[src/stbs_pkg.sv]
// shared types and constants for the sorted table binary search block
`timescale 1ns / 1ps
`default_nettype none

package stbs_pkg;

    localparam int TABLE_DEPTH = 1024;
    localparam int IDX_W       = $clog2(TABLE_DEPTH);
    localparam int CNT_W       = $clog2(TABLE_DEPTH + 1);

    localparam int DATA_W      = 32;
    localparam int ENTRY_IDX_W = 10;
    localparam int ECOUNT_W    = 11;
    localparam int PROBE_W     = 4;
    localparam int APB_DATA_W  = 32;
    localparam int APB_ADDR_W  = 3;

    localparam logic [PROBE_W-1:0] PROBE_MAX = '1;

    // word commands
    localparam logic CMD_WRITE  = 1'b0;
    localparam logic CMD_SEARCH = 1'b1;

    // register index, taken from paddr[2]
    localparam logic REG_ENTRY_COUNT = 1'b0;

    typedef enum logic [1:0] {
        ST_IDLE,
        ST_PROBE,
        ST_COMPARE,
        ST_FINISH
    } stbs_state_t;

    // controller to datapath
    typedef struct packed {
        logic start;
        logic mem_wr;
        logic probe;
        logic step;
        logic finish;
    } stbs_cmd_t;

    // datapath to controller
    typedef struct packed {
        logic range_open;
        logic hit;
        logic out_busy;
    } stbs_stat_t;

endpackage

`default_nettype wire

[src/stbs_ctrl.sv]
// search sequencer state machine
`timescale 1ns / 1ps
`default_nettype none

module stbs_ctrl
    import stbs_pkg::*;
(
    input  wire logic       clk,
    input  wire logic       rst_n,
    input  wire logic       in_valid,
    input  wire logic       cmd,
    output logic            in_stall,
    input  wire stbs_stat_t ctrl_stat,
    output stbs_cmd_t       ctrl_cmd
);

    stbs_state_t state_reg;
    stbs_state_t state_next;

    always_ff @(posedge clk or negedge rst_n)
    begin
        if (!rst_n)
        begin
            state_reg <= ST_IDLE;
        end
        else
        begin
            state_reg <= state_next;
        end
    end

    always_comb
    begin
        state_next = state_reg;
        case (state_reg)
            ST_IDLE:
            begin
                if (in_valid && cmd == CMD_SEARCH)
                begin
                    state_next = ST_PROBE;
                end
            end
            ST_PROBE:
            begin
                state_next = ctrl_stat.range_open ? ST_COMPARE : ST_FINISH;
            end
            ST_COMPARE:
            begin
                state_next = ctrl_stat.hit ? ST_FINISH : ST_PROBE;
            end
            ST_FINISH:
            begin
                if (!ctrl_stat.out_busy)
                begin
                    state_next = ST_IDLE;
                end
            end
            default:
            begin
                state_next = ST_IDLE;
            end
        endcase
    end

    always_comb
    begin
        ctrl_cmd = '0;
        in_stall = 1'b1;
        case (state_reg)
            ST_IDLE:
            begin
                in_stall        = 1'b0;
                ctrl_cmd.start  = in_valid && cmd == CMD_SEARCH;
                ctrl_cmd.mem_wr = in_valid && cmd == CMD_WRITE;
            end
            ST_PROBE:
            begin
                ctrl_cmd.probe = ctrl_stat.range_open;
            end
            ST_COMPARE:
            begin
                ctrl_cmd.step = 1'b1;
            end
            ST_FINISH:
            begin
                ctrl_cmd.finish = !ctrl_stat.out_busy;
            end
            default:
            begin
                ctrl_cmd = '0;
            end
        endcase
    end

`ifndef SYNTHESIS
    a_start_probes: assert property (@(posedge clk) disable iff (!rst_n)
        ctrl_cmd.start |=> state_reg == ST_PROBE)
        else $error("search start did not enter probe state");

    a_finish_free: assert property (@(posedge clk) disable iff (!rst_n)
        ctrl_cmd.finish |-> !ctrl_stat.out_busy)
        else $error("result loaded over a word still waiting");

    a_probe_then_step: assert property (@(posedge clk) disable iff (!rst_n)
        ctrl_cmd.probe |=> ctrl_cmd.step)
        else $error("memory read not followed by compare");
`endif

endmodule

`default_nettype wire

[config.mk]
export PLATFORM = sky130hd
export DESIGN_NAME = stbs_ctrl
export DESIGN_NICKNAME = d
export VERILOG_FILES = /design/src/stbs_pkg.sv /design/src/stbs_ctrl.sv
export SDC_FILE = /design/constraint.sdc
export NUM_CORES = 1
export LEC_CHECK = 0
export ABC_AREA = 1
export BUFFER_PORTS_ARGS = -buffer_cell sky130_fd_sc_hd__buf_2
export CORE_AREA = 2 2 39 41
export CTS_CLUSTER_DIAMETER = 100
export DETAILED_ROUTE_END_ITERATION = 8
export DIE_AREA = 0 0 41 43
export PLACE_DENSITY = 0.36
export SYNTH_ARGS = -nofsm -noshare
export SYNTH_HDL_FRONTEND = slang
export SYNTH_SLANG_ARGS = --single-unit
[constraint.sdc]
create_clock -name clk -period 1.5 [get_ports clk]
set_input_delay 0.3 -clock clk [delete_from_list [all_inputs] [get_ports clk]]
set_output_delay 0.3 -clock clk [all_outputs]
set_load 0.005 [all_outputs]
After elaboration in Yosys (flattened, before gate mapping)
Cells that the tools add are included.

cells by class
  equal/unequal tests = 5
  mux-type cells = 10
  bitwise logic cells = 1
  reductions and logical operators = 5

operators by type and width
  kind                                                 count
  two-way mux 2 bit                                    4
  case mux 2 bit (4 select lines)                      1
  two-way mux 1 bit                                    5
  equality test 2 bit, second input constant           2
  inequality test 2 bit, second input constant         2
  equality test 2 x 1 -> 1 bit, second input constant  1
  logical AND 1 bit                                    2
  logical NOT 2 bit                                    1
  AND reduction 2 bit                                  1
  logical NOT 1 bit                                    1
  inverter 1 bit                                       1

word-level totals
  flip-flop bits (word level) = 2
  input port bits = 7
  output and inout bits = 6
  logic and storage cells = 22

Depth between registers and ports, before layout
  depth in word-level cells = 3
  depth in mapped cells = 4
  gate-level depth less buffers = 4

Worst setup path before layout
Ideal clock, no wire load.

  path type = flip-flop to output port
  start = register state_reg[0]
  end = output port ctrl_cmd[4] (netlist bit)
  arrival time = 0.745 ns
  data required time = 1.200 ns
  setup slack = 0.455 ns
  cell stages (with the launch flop) = 4
  buffers on the path = 0
  path through = dfrtp_1 -> nor2_2 -> inv_1 -> nor2_1

RTL lines
  item                      RTL line         RTL
  start: declaration        stbs_ctrl.sv:17  stbs_state_t state_reg;
  start signal: assignment  stbs_ctrl.sv:28  state_reg <= state_next;
  end: declaration          stbs_ctrl.sv:14  output stbs_cmd_t ctrl_cmd

==> impl_results.md <==
* First-pass GRT wire length at 586 um
* Slew HR at 83.8%
* Layout Nets at 49
* VDD IR max at 0.550 mV
* Antenna diode count at 0
* DRT iter0 DRCs at 2
* Routability Congestion at 0.652
* Worst Path Max Fanout at 7
* Hold bufs inserted after CTS at 1
* Syn Nets at 31
* Hold Crit Class: in2reg
* Highest clock rate at 0.725 GHz
* Vias in the first global route at 159
* IO Count at 13
* YS warnings at 0
* Fillers at 167
* Tot GR Track Use at 5.61%
* Via/cell ratio at 3.39
* Clk buf depth at 2
* Die width at 41 um
* Overflow after GRT at 0
* WL final at 393 um
* Pre-antenna DRT Iters at 2
* DR WL/cell at 7.02 um
* Syn Area/Cell at 5.89 um^2
* Initial antenna violation count at 0
* Cts bufs inserted at 3
* Dpl cells at 52
* Rows at 14
* Status: completed
* Final period util at 91.9%
* CTS tree: built
* Yosys reg bits at 2
* Post-layout min period at 1.38 ns
* Slew Viols, Final at 0
* Number of flip-flops in the largest register at 2
* Initial Utilization at 10.2%
* Power Dens Cells at 1720 nW/um^2
* Post-DP HPWL at 312 um
* Setup Skew at 0.00283 ns
* Clk pin slew, worst setup/hold paths at 0.03 ns
* Post-CTS setup buffer count at 0
* Yosys cell types at 9
* Worst setup SP type: flip-flop
* Crit. End Element: primary output
* Post-Syn Instances at 24
* Final Non-Filler Cells at 56
* RSZ-0062 raised after global routing: false
* Final WS setup at 0.121 ns
* Post-layout instance area at 254 um^2
* Register area share after synthesis at 35.4%
* Clock Sinks at 2
* Core area at 1380 um^2
* WHS at 0.316 ns
* Critical Path AT at 1.08 ns
* Final hold vios at 0
* Setup Total Neg Slack at 0 ns
* Pre-CTS WS at 0.345 ns
* Worst-skew pair later-pin latency at 0.23 ns
* Area Growth Syn to Fin at 79.6%
* Port bufs at 12
* Slew @ Worst Pin at 0.242 ns
* CTS root buf: clkbuf_4
* Dpl cell area at 221 um^2
* Pin count of the biggest net entering global routing at 8
* Worst EP required at 1.20 ns
* Max Cap Viol at 0
* CP peak stage delay at 0.45 ns
* Clock H-tree levels at 1
* Critical path class: reg2out
* Via Count at 190
* Resized cells post-CTS at 0
* Detail Route Antenna Nets at 0
* Core Util, Final at 18.4%
* Static Leak at 0.149 nW
* Crit path cell chain: nor2_2 > nand2_1 > nor2_1 > buf_2
* Synthesized area at 141 um^2
* Die height at 43 um
* Share of post-route cells with drive strength above 1 at 42.5%
* Setup violations, final at 0
* Worst path slowest cell: dfrtp_1
* Pwr Total at 0.436 mW
* Die area at 1760 um^2
* Remaining DRCs at 0
==> cell usage in the layout (no fill, tap or decap) <==
master,Yosys,routed
inv_1,4,4
o21ai_0,1,1
clkbuf_4,0,3
nand2_2,1,1
dfrtp_1,2,2
o21ai_1,1,1
nand2_1,8,8
nor2_2,1,1
nor2_1,5,5
nand3_1,1,1
dlygate4sd3_1,0,1
buf_2,0,12
==> worst paths after layout <==
check / from / to / slack (ns) / cells past startpoint
min reg2reg: state_reg[0] / state_reg[0] / 0.64 / 2
max: state_reg[0] / ctrl_cmd[3] / 0.12 / 4
max reg2reg: state_reg[0] / state_reg[0] / 0.60 / 4
min: ctrl_stat[0] / state_reg[1] / 0.32 / 3
min in group asynchronous: rst_n / state_reg[0] / 0.39 / 2
max in group asynchronous: rst_n / state_reg[1] / 1.02 / 2
==> critical path: cells and delay by family (launching register included) <==
family,cells,cell delay [ns]
buffers and inverters,1,0.11
and+or+nand+nor,3,0.30
DFF,1,0.45
==> Yosys cell counts <==
| library cell | number | area (um^2) |
|---|---|---|
| o21ai_0 | 1 | 5.00 |
| inv_1 | 4 | 15.0 |
| o21ai_1 | 1 | 5.00 |
| dfrtp_1 | 2 | 50.1 |
| nand2_1 | 8 | 30.0 |
| nor2_2 | 1 | 6.26 |
| nor2_1 | 5 | 18.8 |
| nand3_1 | 1 | 5.00 |
| nand2_2 | 1 | 6.26 |
==> final cells by class <==
cell class	count	area (um^2)	share of cell area, %
multi-input cells	18	76.3	30.0
clock buffers	3	22.5	8.87
flip-flops and latches	2	50.0	19.7
repair buffers	13	70.1	27.6
well taps	16	20.0	7.88
inverters	4	15.0	5.91
==> logic make-up after synthesis <==
kind of cell / count (synthesis) / synth area share (%)
flip-flops: 2 / 35.4
AO/OA/AOI/OAI: 2 / 7.07
AND/OR/NAND/NOR: 16 / 46.9
buffers and inverters: 4 / 10.6
==> layer usage <==
| metal | GRT usage (%) | up-vias | part of all wire [%] |
|---|---|---|---|
| met5 | 0 | - | 0 |
| met1 | 5.11 | 79 | 43 |
| met2 | 6.88 | 7 | 49 |
| met4 | 6.00 | 0 | 0 |
| met3 | 4.71 | 0 | 7.9 |
| li1 | - | 104 | - |
==> power breakdown <==
group	switching [mW]	internal, mW
clock network	0.0319	0.0884
registers	0.0565	0.0823
logic	0.0905	0.0862
(Power assumes the default switching activity.)
